<file path="src/rtl/scc_pkg.sv">
// Package for the strongly connected components block: word types and constants.
// No dependencies.
package scc_pkg;
   localparam int unsigned MaxVertices = 32;
   localparam int unsigned IdxW = 5;
   localparam int unsigned CntW = 6;

   typedef struct packed {
      logic       op;
      logic [4:0] edge_from;
      logic [4:0] edge_to;
   } req_word_type;

   typedef struct packed {
      logic [4:0] vertex;
      logic [4:0] component_number;
      logic       component_end;
      logic       run_last;
   } rsp_word_type;

   localparam logic OpEdge = 1'b0;
   localparam logic OpRun  = 1'b1;
endpackage

</file>
<file path="src/rtl/scc_ram.sv">
// Generic single-port write, single-port read RAM with registered read data.
// No dependencies.
module scc_ram #(
   parameter int unsigned Width = 32,
   parameter int unsigned Depth = 32
) (
   input  logic                     clock,
   input  logic                     wr_en,
   input  logic [$clog2(Depth)-1:0] wr_addr,
   input  logic [Width-1:0]         wr_data,
   input  logic [$clog2(Depth)-1:0] rd_addr,
   output logic [Width-1:0]         rd_data
);
   logic [Width-1:0] mem [Depth];

   always_ff @(posedge clock) begin
      if (wr_en) begin
         mem[wr_addr] <= wr_data;
      end
      rd_data <= mem[rd_addr];
   end
endmodule

</file>
<file path="src/rtl/strongly_connected_components.sv">
// Strongly connected components top level: edge loading, Kosaraju sequencer, result register.
// Depends on scc_pkg and scc_ram.
//
// An edge word is accepted, then both adjacency rows are read and written back with the
// new bit. Each stack step of a pass is a row read and a push or pop, the read going through
// the registered memory. Each start vertex of the first pass passes through a start state,
// and each finish entry of the second through a start and an emit state. A result held up
// on the output stalls the walk for as long as it waits. Adjacency rows are qualified by
// per-row valid bits, so the graph is cleared at the end of a run by resetting those bits.
module strongly_connected_components #(
   parameter int unsigned MAX_VERTICES = scc_pkg::MaxVertices
) (
   input  logic                 clock,
   input  logic                 reset,
   input  logic                 req_valid,
   output logic                 req_ready,
   input  scc_pkg::req_word_type req_data,
   output logic                 rsp_valid,
   input  logic                 rsp_ready,
   output scc_pkg::rsp_word_type rsp_data,
   input  logic                 csr_valid,
   output logic                 csr_ready,
   input  logic [5:0]           csr_data
);
   import scc_pkg::*;

   localparam int unsigned AW = $clog2(MAX_VERTICES);
   localparam int unsigned DW = $clog2(MAX_VERTICES + 1);

   typedef enum logic [3:0] {
      ST_IDLE, ST_ERD, ST_EWR, ST_P1_START, ST_P1_RD, ST_P1_STEP,
      ST_P2_START, ST_P2_RD, ST_P2_STEP, ST_EMIT
   } state_type;

   state_type             state_ff;
   logic [5:0]            vcount_ff;
   logic [MAX_VERTICES-1:0] fvalid_ff, rvalid_ff, visited_ff;
   logic [DW-1:0]         sp_ff, fin_ff, start_ff, nact_ff;
   logic [AW-1:0]         a_ff, b_ff;
   logic [4:0]            comp_ff;
   logic                  emitted_ff;
   logic                  rvld_ff;
   rsp_word_type          out_ff;
   rsp_word_type          hold_ff;

   // memories
   logic                    f_we, r_we, s_we, l_we;
   logic [AW-1:0]           f_wa, r_wa, f_ra, r_ra, s_wa, s_ra, l_wa, l_ra;
   logic [MAX_VERTICES-1:0] f_wd, r_wd, f_rd, r_rd;
   logic [AW-1:0]           s_wd, s_rd, l_wd, l_rd;

   scc_ram #(.Width(MAX_VERTICES), .Depth(MAX_VERTICES)) u_fwd (
      .clock, .wr_en(f_we), .wr_addr(f_wa), .wr_data(f_wd), .rd_addr(f_ra), .rd_data(f_rd));
   scc_ram #(.Width(MAX_VERTICES), .Depth(MAX_VERTICES)) u_rev (
      .clock, .wr_en(r_we), .wr_addr(r_wa), .wr_data(r_wd), .rd_addr(r_ra), .rd_data(r_rd));
   scc_ram #(.Width(AW), .Depth(MAX_VERTICES)) u_stack (
      .clock, .wr_en(s_we), .wr_addr(s_wa), .wr_data(s_wd), .rd_addr(s_ra), .rd_data(s_rd));
   scc_ram #(.Width(AW), .Depth(MAX_VERTICES)) u_fin (
      .clock, .wr_en(l_we), .wr_addr(l_wa), .wr_data(l_wd), .rd_addr(l_ra), .rd_data(l_rd));

   // top of stack is kept in a register so it is used without a memory read; stack memory holds the rest
   logic [AW-1:0]           top_ff;
   logic [MAX_VERTICES-1:0] active, frow, rrow, cand;
   logic [AW-1:0]           low;
   logic                    any;
   logic [DW-1:0]           nsat;
   logic                    out_free;
   logic                    out_go;
   rsp_word_type            out_word;

   always_comb begin
      nsat = (32'(vcount_ff) > MAX_VERTICES) ? DW'(MAX_VERTICES) : DW'(vcount_ff);
      for (int i = 0; i < MAX_VERTICES; i++) begin
         active[i] = (DW'(i) < nact_ff);
      end
      frow = fvalid_ff[a_ff] ? f_rd : '0;
      rrow = rvalid_ff[a_ff] ? r_rd : '0;
      cand = ((state_ff == ST_P1_STEP) ? frow : rrow) & active & ~visited_ff;
      any  = |cand;
      low  = '0;
      for (int i = MAX_VERTICES - 1; i >= 0; i--) begin
         if (cand[i]) begin
            low = AW'(i);
         end
      end
   end

   assign out_free = !rvld_ff || rsp_ready;
   assign out_go   = emitted_ff && (((state_ff == ST_EMIT) && !visited_ff[l_rd]) ||
                     ((state_ff == ST_P2_STEP) && any && out_free) ||
                     ((state_ff == ST_P2_START) && out_free && (start_ff == '0)));

   always_comb begin
      out_word = hold_ff;
      out_word.run_last = (state_ff == ST_P2_START);
   end

   always_comb begin
      f_we = 1'b0; r_we = 1'b0; s_we = 1'b0; l_we = 1'b0;
      f_wa = a_ff; r_wa = b_ff;
      f_wd = (fvalid_ff[a_ff] ? f_rd : '0) | (MAX_VERTICES'(1) << b_ff);
      r_wd = (rvalid_ff[b_ff] ? r_rd : '0) | (MAX_VERTICES'(1) << a_ff);
      f_ra = a_ff; r_ra = b_ff;
      s_wa = sp_ff[AW-1:0]; s_wd = top_ff;
      s_ra = sp_ff[AW-1:0] - AW'(1);
      l_wa = fin_ff[AW-1:0]; l_wd = top_ff;
      l_ra = start_ff[AW-1:0] - AW'(1);
      unique case (state_ff)
         ST_EWR: begin
            f_we = 1'b1; r_we = 1'b1;
         end
         ST_P1_RD, ST_P2_RD: begin
            f_ra = top_ff; r_ra = top_ff;
         end
         ST_P1_STEP: begin
            s_we = any;
            l_we = !any;
            s_ra = sp_ff[AW-1:0] - AW'(2);
         end
         ST_P2_STEP: begin
            s_we = any && out_free;
            s_ra = sp_ff[AW-1:0] - AW'(2);
         end
         default: ;
      endcase
   end

   assign req_ready = (state_ff == ST_IDLE);
   assign csr_ready = (state_ff == ST_IDLE);
   assign rsp_valid = rvld_ff;
   assign rsp_data  = out_ff;

   always_ff @(posedge clock) begin
      if (reset) begin
         state_ff   <= ST_IDLE;
         vcount_ff  <= 6'd32;
         fvalid_ff  <= '0;
         rvalid_ff  <= '0;
         visited_ff <= '0;
         sp_ff      <= '0;
         fin_ff     <= '0;
         start_ff   <= '0;
         nact_ff    <= '0;
         comp_ff    <= '0;
         rvld_ff    <= 1'b0;
         emitted_ff <= 1'b0;
      end else begin
         if (out_go) begin
            out_ff  <= out_word;
            rvld_ff <= 1'b1;
         end else if (rsp_ready) begin
            rvld_ff <= 1'b0;
         end
         unique case (state_ff)
            ST_IDLE: begin
               if (csr_valid) begin
                  vcount_ff <= csr_data;
               end
               if (req_valid) begin
                  if (req_data.op == OpEdge) begin
                     a_ff     <= AW'(req_data.edge_from);
                     b_ff     <= AW'(req_data.edge_to);
                     state_ff <= (32'(req_data.edge_from) < MAX_VERTICES &&
                                  32'(req_data.edge_to) < MAX_VERTICES) ? ST_ERD : ST_IDLE;
                  end else begin
                     nact_ff    <= nsat;
                     visited_ff <= '0;
                     sp_ff      <= '0;
                     fin_ff     <= '0;
                     start_ff   <= '0;
                     state_ff   <= ST_P1_START;
                  end
               end
            end
            ST_ERD: state_ff <= ST_EWR;
            ST_EWR: begin
               fvalid_ff[a_ff] <= 1'b1;
               rvalid_ff[b_ff] <= 1'b1;
               state_ff <= ST_IDLE;
            end
            ST_P1_START: begin
               if (start_ff >= nact_ff) begin
                  start_ff <= fin_ff;
                  visited_ff <= '0;
                  comp_ff <= '0;
                  emitted_ff <= 1'b0;
                  state_ff <= ST_P2_START;
               end else if (visited_ff[start_ff[AW-1:0]]) begin
                  start_ff <= start_ff + DW'(1);
               end else begin
                  top_ff <= start_ff[AW-1:0];
                  visited_ff[start_ff[AW-1:0]] <= 1'b1;
                  sp_ff <= DW'(1);
                  state_ff <= ST_P1_RD;
               end
            end
            ST_P1_RD: begin
               a_ff <= top_ff;
               state_ff <= ST_P1_STEP;
            end
            ST_P1_STEP: begin
               if (any) begin
                  top_ff <= low;
                  visited_ff[low] <= 1'b1;
                  sp_ff <= sp_ff + DW'(1);
                  state_ff <= ST_P1_RD;
               end else begin
                  fin_ff <= fin_ff + DW'(1);
                  sp_ff <= sp_ff - DW'(1);
                  if (sp_ff == DW'(1)) begin
                     start_ff <= start_ff + DW'(1);
                     state_ff <= ST_P1_START;
                  end else begin
                     top_ff <= s_rd;
                     state_ff <= ST_P1_RD;
                  end
               end
            end
            ST_P2_START: begin
               if (out_free) begin
                  if (start_ff == '0) begin
                     emitted_ff <= 1'b0;
                     fvalid_ff <= '0;
                     rvalid_ff <= '0;
                     state_ff <= ST_IDLE;
                  end else begin
                     state_ff <= ST_EMIT;
                  end
               end
            end
            ST_EMIT: begin
               if (visited_ff[l_rd]) begin
                  start_ff <= start_ff - DW'(1);
                  state_ff <= ST_P2_START;
               end else begin
                  hold_ff <= '{vertex: 5'(l_rd), component_number: comp_ff,
                               component_end: 1'b0, run_last: 1'b0};
                  emitted_ff <= 1'b1;
                  top_ff <= l_rd;
                  visited_ff[l_rd] <= 1'b1;
                  sp_ff <= DW'(1);
                  state_ff <= ST_P2_RD;
               end
            end
            ST_P2_RD: begin
               a_ff <= top_ff;
               state_ff <= ST_P2_STEP;
            end
            ST_P2_STEP: begin
               if (any) begin
                  if (out_free) begin
                     hold_ff <= '{vertex: 5'(low), component_number: comp_ff,
                                  component_end: 1'b0, run_last: 1'b0};
                     top_ff <= low;
                     visited_ff[low] <= 1'b1;
                     sp_ff <= sp_ff + DW'(1);
                  end
                  state_ff <= ST_P2_RD;
               end else begin
                  sp_ff <= sp_ff - DW'(1);
                  if (sp_ff == DW'(1)) begin
                     hold_ff.component_end <= 1'b1;
                     comp_ff <= comp_ff + 5'd1;
                     start_ff <= start_ff - DW'(1);
                     state_ff <= ST_P2_START;
                  end else begin
                     top_ff <= s_rd;
                     state_ff <= ST_P2_RD;
                  end
               end
            end
            default: state_ff <= ST_IDLE;
         endcase
      end
   end
endmodule
</file>
<file path="config.mk">
export PLATFORM = sky130hd
export DESIGN_NAME = strongly_connected_components
export DESIGN_NICKNAME = d
export VERILOG_FILES = /design/src/rtl/scc_pkg.sv /design/src/rtl/scc_ram.sv /design/src/rtl/strongly_connected_components.sv
export SDC_FILE = /design/constraint.sdc
export NUM_CORES = 2
export LEC_CHECK = 0
export ABC_AREA = 0
export BUFFER_PORTS_ARGS = -buffer_cell sky130_fd_sc_hd__buf_2
export CORE_AREA = 8 8 523 525
export CTS_CLUSTER_DIAMETER = 80
export DETAILED_ROUTE_END_ITERATION = 6
export DIE_AREA = 0 0 531 533
export PLACE_DENSITY_LB_ADDON = 0.2
export SKIP_CTS_REPAIR_TIMING = 1
export SYNTH_ARGS = -nofsm -noshare
export SYNTH_HDL_FRONTEND = slang
export SYNTH_SLANG_ARGS = --single-unit
</file>
<file path="constraint.sdc">
create_clock -name clock -period 4.58 [get_ports clock]
set_input_delay 0.916 -clock clock [delete_from_list [all_inputs] [get_ports clock]]
set_output_delay 0.916 -clock clock [all_outputs]
set_load 0.01 [all_outputs]
</file>
* Word level (Yosys, flattened, before mapping) *
Memory sizes are Yosys's and may differ from the RTL's. A register that Yosys moved wholly into a read port is not among the register bits.
Index checks and enable logic that the tools add are counted.

storage, ports and cells
  register bits after elaboration = 175
  bits in writable memories = 2368
  input bits = 22
  output and inout port bits = 15
  word-level logic and storage cells = 314
  memories = 4

cells by class
  add/subtract/negate cells = 9
  order comparisons = 44
  equality and inequality tests = 31
  shift-type cells = 2
  multiplexer cells = 142
  bitwise gates (word level) = 12
  reduce and logical (&&, ||, !) cells = 48

memory list
  memory       words  width  rd ports  clocked after Yosys merged registers in  wr ports  line           source
  u_fwd.mem    32     32     1         1                                        1         scc_ram.sv:14  logic [Width-1:0] mem [Depth];
  u_rev.mem    32     32     1         1                                        1         scc_ram.sv:14
  u_fin.mem    32     5      1         1                                        1         scc_ram.sv:14
  u_stack.mem  32     5      1         1                                        1         scc_ram.sv:14

operator list
  kind                                                                   number
  32-bit 2-to-1 mux                                                      14
  5-bit 2-to-1 mux                                                       47
  32-bit OR                                                              7
  32-bit case mux with 5 select lines                                    1
  32-bit case mux with 2 select lines                                    2
  6-bit 2-to-1 mux                                                       17
  5-bit by 6-bit < comparator with 1-bit output, first input constant    16
  32-bit bitwise AND                                                     2
  1-bit by 5-bit left shift with 32-bit output, first input constant     2
  6-bit case mux with 5 select lines                                     2
  4-bit by 6-bit < comparator with 1-bit output, first input constant    8
  4-bit case mux with 9 select lines                                     1
  32-bit inverter                                                        1
  32-bit OR reduction                                                    1
  5-bit by 6-bit < comparator with 1-bit output, second input constant   5
  1-bit 2-to-1 mux                                                       30
  2-bit != test, second input constant                                   13
  1-bit binary-select mux with 5-bit select                              5
  1-bit demux with 5-bit select                                          5
  5-bit by 1-bit >= comparator with 1-bit output, second input constant  5
  3-bit by 6-bit < comparator with 1-bit output, first input constant    4
  12-bit 2-to-1 mux                                                      2
  12-bit case mux with 2 select lines                                    1
  4-bit 2-to-1 mux                                                       5
  44 further kinds                                                       92

* Depth between registers and ports, before layout *
  word-level depth = 46
  gate-level depth with buffers = 17
  mapped depth without buffers = 12

* Hierarchy *
Synthesis repeated with hierarchy kept, for this count alone.

unflattened totals
  cell total of the unflattened synthesis = 6632
  area, all modules = 105971.6 µm²

by module, submodules not included
  module                         times used  cells an instance  area each (µm²)  sequential area each (µm²)
  scc_ram (u_fwd ...)            2           2260               40492.6          31390.1
  scc_ram (u_fin ...)            2           277                6344.8           4904.7
  strongly_connected_components  1           1558               12296.8          3883.7

* Least setup slack after synthesis *
OpenSTA, ideal clock, no wires.

  kind = register to register
  start = reg a_ff[0]
  end = mem u_fwd.mem[0][0] (enable)
  setup time = 461 ps
  arrival = 3738 ps
  required time = 4119 ps
  slack = 381 ps
  stages on the path, launching flop included = 8
  buffers on the path = 5
  cells stage by stage = edfxtp_1 -> buf_6 -> buf_6 -> buf_2 -> or2_2 -> clkbuf_1 -> clkbuf_1 -> nor3_1

RTL lines
  item                    line                                  source
  start, declared         strongly_connected_components.sv:39   logic [AW-1:0] a_ff, b_ff;
  start signal, assigned  strongly_connected_components.sv:161  a_ff <= AW'(req_data.edge_from);
  start signal, assigned  strongly_connected_components.sv:198  a_ff <= top_ff;
  start signal, assigned  strongly_connected_components.sv:246  a_ff <= top_ff;
  end, declared           scc_ram.sv:14

Straight into the memory's write port.

* Worst setup path after layout *
  start = reg a_ff[4]
  end = mem u_stack.mem[30][3] (netlist name) (enable)

on the way
  cells in the longest elaborated chain, start to end = 11
  elaborated cells between the ends (all ways) = 14
  classes of those cells = mux (10); bitwise (2); reduce/logical (2)

ends and longest elaborated chain
  item                                                                 line                                                                      source
  1-bit binary-select mux with 5-bit select, on equally long branches  strongly_connected_components.sv:77, strongly_connected_components.sv:76
  1-bit 2-to-1 mux, on equally long branches                           strongly_connected_components.sv:77, strongly_connected_components.sv:76
  32-bit 2-to-1 mux, on equally long branches                          strongly_connected_components.sv:77, strongly_connected_components.sv:76
  32-bit 2-to-1 mux (*)                                                strongly_connected_components.sv:78                                       cand = ((state_ff == ST_P1_STEP) ? frow : rrow) & active & ~visited_ff;
  32-bit bitwise AND (*) (2 in a row)                                  strongly_connected_components.sv:78
  32-bit OR reduction (*)                                              strongly_connected_components.sv:79                                       any = |cand;
  1-bit logical AND                                                    strongly_connected_components.sv:121                                      s_we = any && out_free;
  1-bit case mux with 2 select lines (*)                               strongly_connected_components.sv:108                                      unique case (state_ff)
  1-bit 2-to-1 mux (*)                                                 scc_ram.sv:17                                                             if (wr_en) begin
  1-bit 2-to-1 mux (not written as such) (*)                           scc_ram.sv:18                                                             mem[wr_addr] <= wr_data;
  end, declared                                                        scc_ram.sv:14

Every way passes the cells marked *; elsewhere a longest branch is shown, timed or not. The select of a mux whose other input is x is not followed.

==> results_dict.tcl <==
set metrics [dict create \
    grt_pass1_vias 59553 \
    final_cells 10140 \
    grt_pass1_wl_um 443200 \
    clk_latency_ns 0.97 \
    cp-end-kind "flop" \
    wl_um 311800 \
    syn_area_sq_um 105300 \
    synth_top_area_share 0.6860 \
    whs_ns 0.3553 \
    met1Wirelength_um 133300 \
    multiInputGateArea_sq_um 27720 \
    worst_pin_slew_ns 1.235 \
    grt_usage 0.2155 \
    synthArstFlopShare 0 \
    synth.most_common_cell "edfxtp_1" \
    cp_max_fo 11 \
    drive_gt1_frac 0.2339 \
    synth.largest_area_cell "edfxtp_1" \
    placedCellCount 9631 \
    cts_buffer_depth 4 \
    design.core.area_sq_um 265800 \
    cts_tree "done" \
    syn_inst 6107 \
    start_kind "flop" \
    arrival_ns 5.01 \
    route.top_layer_used "met4" \
    setup_viol 0 \
    yosys_warnings 0 \
    num_vias 59386 \
    ys.flop_type "edfxtp_1" \
    period_minus_slack_ns 4.449 \
    dr.pass1.iters 6 \
    grt-ovfl-total 0 \
    grt_max_degree 104 \
    seq_area_sq_um 76480 \
    die_h_um 533 \
    start_util 0.3963 \
    io_buffers 36 \
    ys_seq_area_frac 0.7261 \
    slew_headroom 0.1767 \
    utilization 0.4576 \
    drtAntennaViolNets 0 \
    synth_seq_cells 2617 \
    num_rows 190 \
    synth_edf_count 2406 \
    grt_setup_unrepaired "true" \
    max-cap-violations 0 \
    hpwlAfterDp_um 177600 \
    status "finished, final reports clean" \
    htree_levels 5 \
    hold_class "in -> reg" \
    synth_nets 6153 \
    clk_pin_slew_worst_paths_ns 0.06 \
    ir_drop_mv 0.3536 \
    wire_per_inst_um 30.75 \
    antenna_found_initial 11 \
    fin_skew_ns 0.1046 \
    drtIter0Drc 7180 \
    finalCritPeriodShare 0.9714 \
    avgSynthCellArea_sq_um 17.25 \
    met2WireLength_um 148500 \
    synth_common_cells "2406 x edfxtp_1, 777 x nand2_1, 641 x mux4_2" \
    final_nets 6419 \
    drc 0 \
    hold_viol 0 \
    clock-root-buffer "clkbuf_16" \
    dieArea_sq_um 283000 \
    nFillCells 22871 \
    wl_met3_um 21840 \
    synth_cell_types 91 \
    power_density_nw_per_um2 425.3 \
    fmax_mhz 224.8 \
    crit_type "reg -> reg" \
    syn2layout_area_growth_pct 15.48 \
    synthTopCellsByArea "edfxtp_1 69%, mux4_2 14%, dfxtp_1 4.0%" \
    ios 37 \
    cts.sinks 2617 \
    die_x_um 531 \
    slew_violations 0 \
    leakagePower_nw 39.91 \
    place.gp.congestion 0.9484 \
    cp.required_ns 5.14 \
    cts_made_buffers 292 \
    via_per_inst 5.857 \
]
==> cells by family after synthesis <==
kind of cell | after synthesis | synth area share
flops | 2617 | 0.7261
simple gates | 1701 | 0.07147
mux | 689 | 0.1418
compound gates | 631 | 0.03965
buf+inv | 432 | 0.01706
fa+ha+maj | 24 | 0.002851
xor+xnor | 13 | 0.001081
==> per-layer routing <==
metal  vias up  global-route usage
met5         -                   0
met2      2369              0.3466
met4         0             0.05491
met1     31669              0.3076
li1      24867                   -
met3       481             0.03564
==> worst paths after layout <==
| kind | from | endpoint | slack (ns) | cells after the start |
|---|---|---|---|---|
| worst max register to register | a_ff[4]$_DFFE_PP_ | u_stack.mem[30][3]$_DFFE_PP_ | 0.13 | 11 |
| worst min-delay path | csr_data[4] | vcount_ff[4]$_SDFFE_PP0P_ | 0.36 | 3 |
| worst max-delay path | a_ff[4]$_DFFE_PP_ | u_stack.mem[30][3]$_DFFE_PP_ | 0.13 | 11 |
| worst min register to register | hold_ff[11]$_DFFE_PP_ | rsp_data[11]$_DFFE_PP_ | 0.39 | 0 |
==> placed cells by master (no fill, tap or decap), types with 15 or more instances in the layout <==
| cell type | n |
|---|---|
| edfxtp_1 | 2406 |
| nor2b_1 | 16 |
| a211oi_1 | 17 |
| nand2b_1 | 24 |
| clkbuf_1 | 72 |
| a21oi_1 | 123 |
| dfxtp_1 | 210 |
| ha_1 | 23 |
| clkinv_2 | 28 |
| buf_4 | 226 |
| and3_1 | 20 |
| a21o_1 | 51 |
| nand4_1 | 18 |
| buf_2 | 36 |
| nor3b_1 | 15 |
| clkbuf_16 | 296 |
| nor2_1 | 248 |
| a22oi_1 | 41 |
| o22ai_1 | 22 |
| o221ai_1 | 27 |
| nand2_1 | 771 |
| o21ai_0 | 142 |
| nand3_1 | 403 |
| o31ai_1 | 20 |
| a31oi_1 | 43 |
| clkbuf_8 | 22 |
| nor3_2 | 46 |
| buf_12 | 87 |
| inv_1 | 53 |
| nor2_4 | 21 |
| clkinv_1 | 42 |
| mux2i_1 | 34 |
| nor3_1 | 21 |
| mux4_2 | 641 |
| bufinv_16 | 20 |
==> flip-flops by register name, summed over array words and instances, names as in the netlist, 11 cells and up <==
| name | flops |
|---|---|
| fvalid_ff | 32 |
| u_fwd.mem | 1024 |
| u_fin.mem | 160 |
| u_fwd.rd_data | 32 |
| rsp_data | 12 |
| u_rev.rd_data | 32 |
| rvalid_ff | 32 |
| hold_ff | 11 |
| visited_ff | 32 |
| u_rev.mem | 1024 |
| u_stack.mem | 160 |
==> through the flow <==
step / area, sq um / setup slack, ns / total power, mW / TNS (ns)
3_3_place_gp: 112400 / 0.1834 / 29.64 / 0
4_1_cts: 121600 / 0.1021 / 52.17 / 0
6_report: 121600 / 0.1310 / 51.73 / 0
2_1_floorplan: 105300 / 0.3811 / 28.45 / 0
5_1_grt: 121600 / -0.07335 / 53.25 / -0.7729
3_5_place_dp: 112400 / 0.06426 / 29.64 / 0
==> cell type report <==
| class | instances | area share |
|---|---|---|
| inverter | 55 | 0.001697 |
| clock inverter | 115 | 0.009598 |
| antenna | 3 | 0.00006172 |
| clock buffer | 391 | 0.06567 |
| multi-input combinational | 3058 | 0.2279 |
| sequential | 2617 | 0.6288 |
| timing repair buffer | 349 | 0.02975 |
| tap | 3552 | 0.03654 |
==> report_power, final <==
| part | switching [mW] | leakage [nW] | internal (mW) | total [mW] |
|---|---|---|---|---|
| logic | 1.71 | 11.5 | 1.09 | 2.80 |
| registers | 0.274 | 24.0 | 26.1 | 26.3 |
| clock network | 9.23 | 4.45 | 13.4 | 22.6 |
| total | 11.2 | 39.9 | 40.5 | 51.7 |
==> critical path: stages, from the launching register on <==
cell      delay (ns)
edfxtp_1        0.49
or3b_2          0.69
o22ai_1         0.18
o21ai_0         0.18
buf_4           0.20
and3_1          0.23
o32a_2          0.41
and3_1          0.24
and3_1          0.28
nor2_1          0.29
nand2_1         0.41
nor2_1          0.47
No activity file was read; power rests on OpenSTA's default activity.
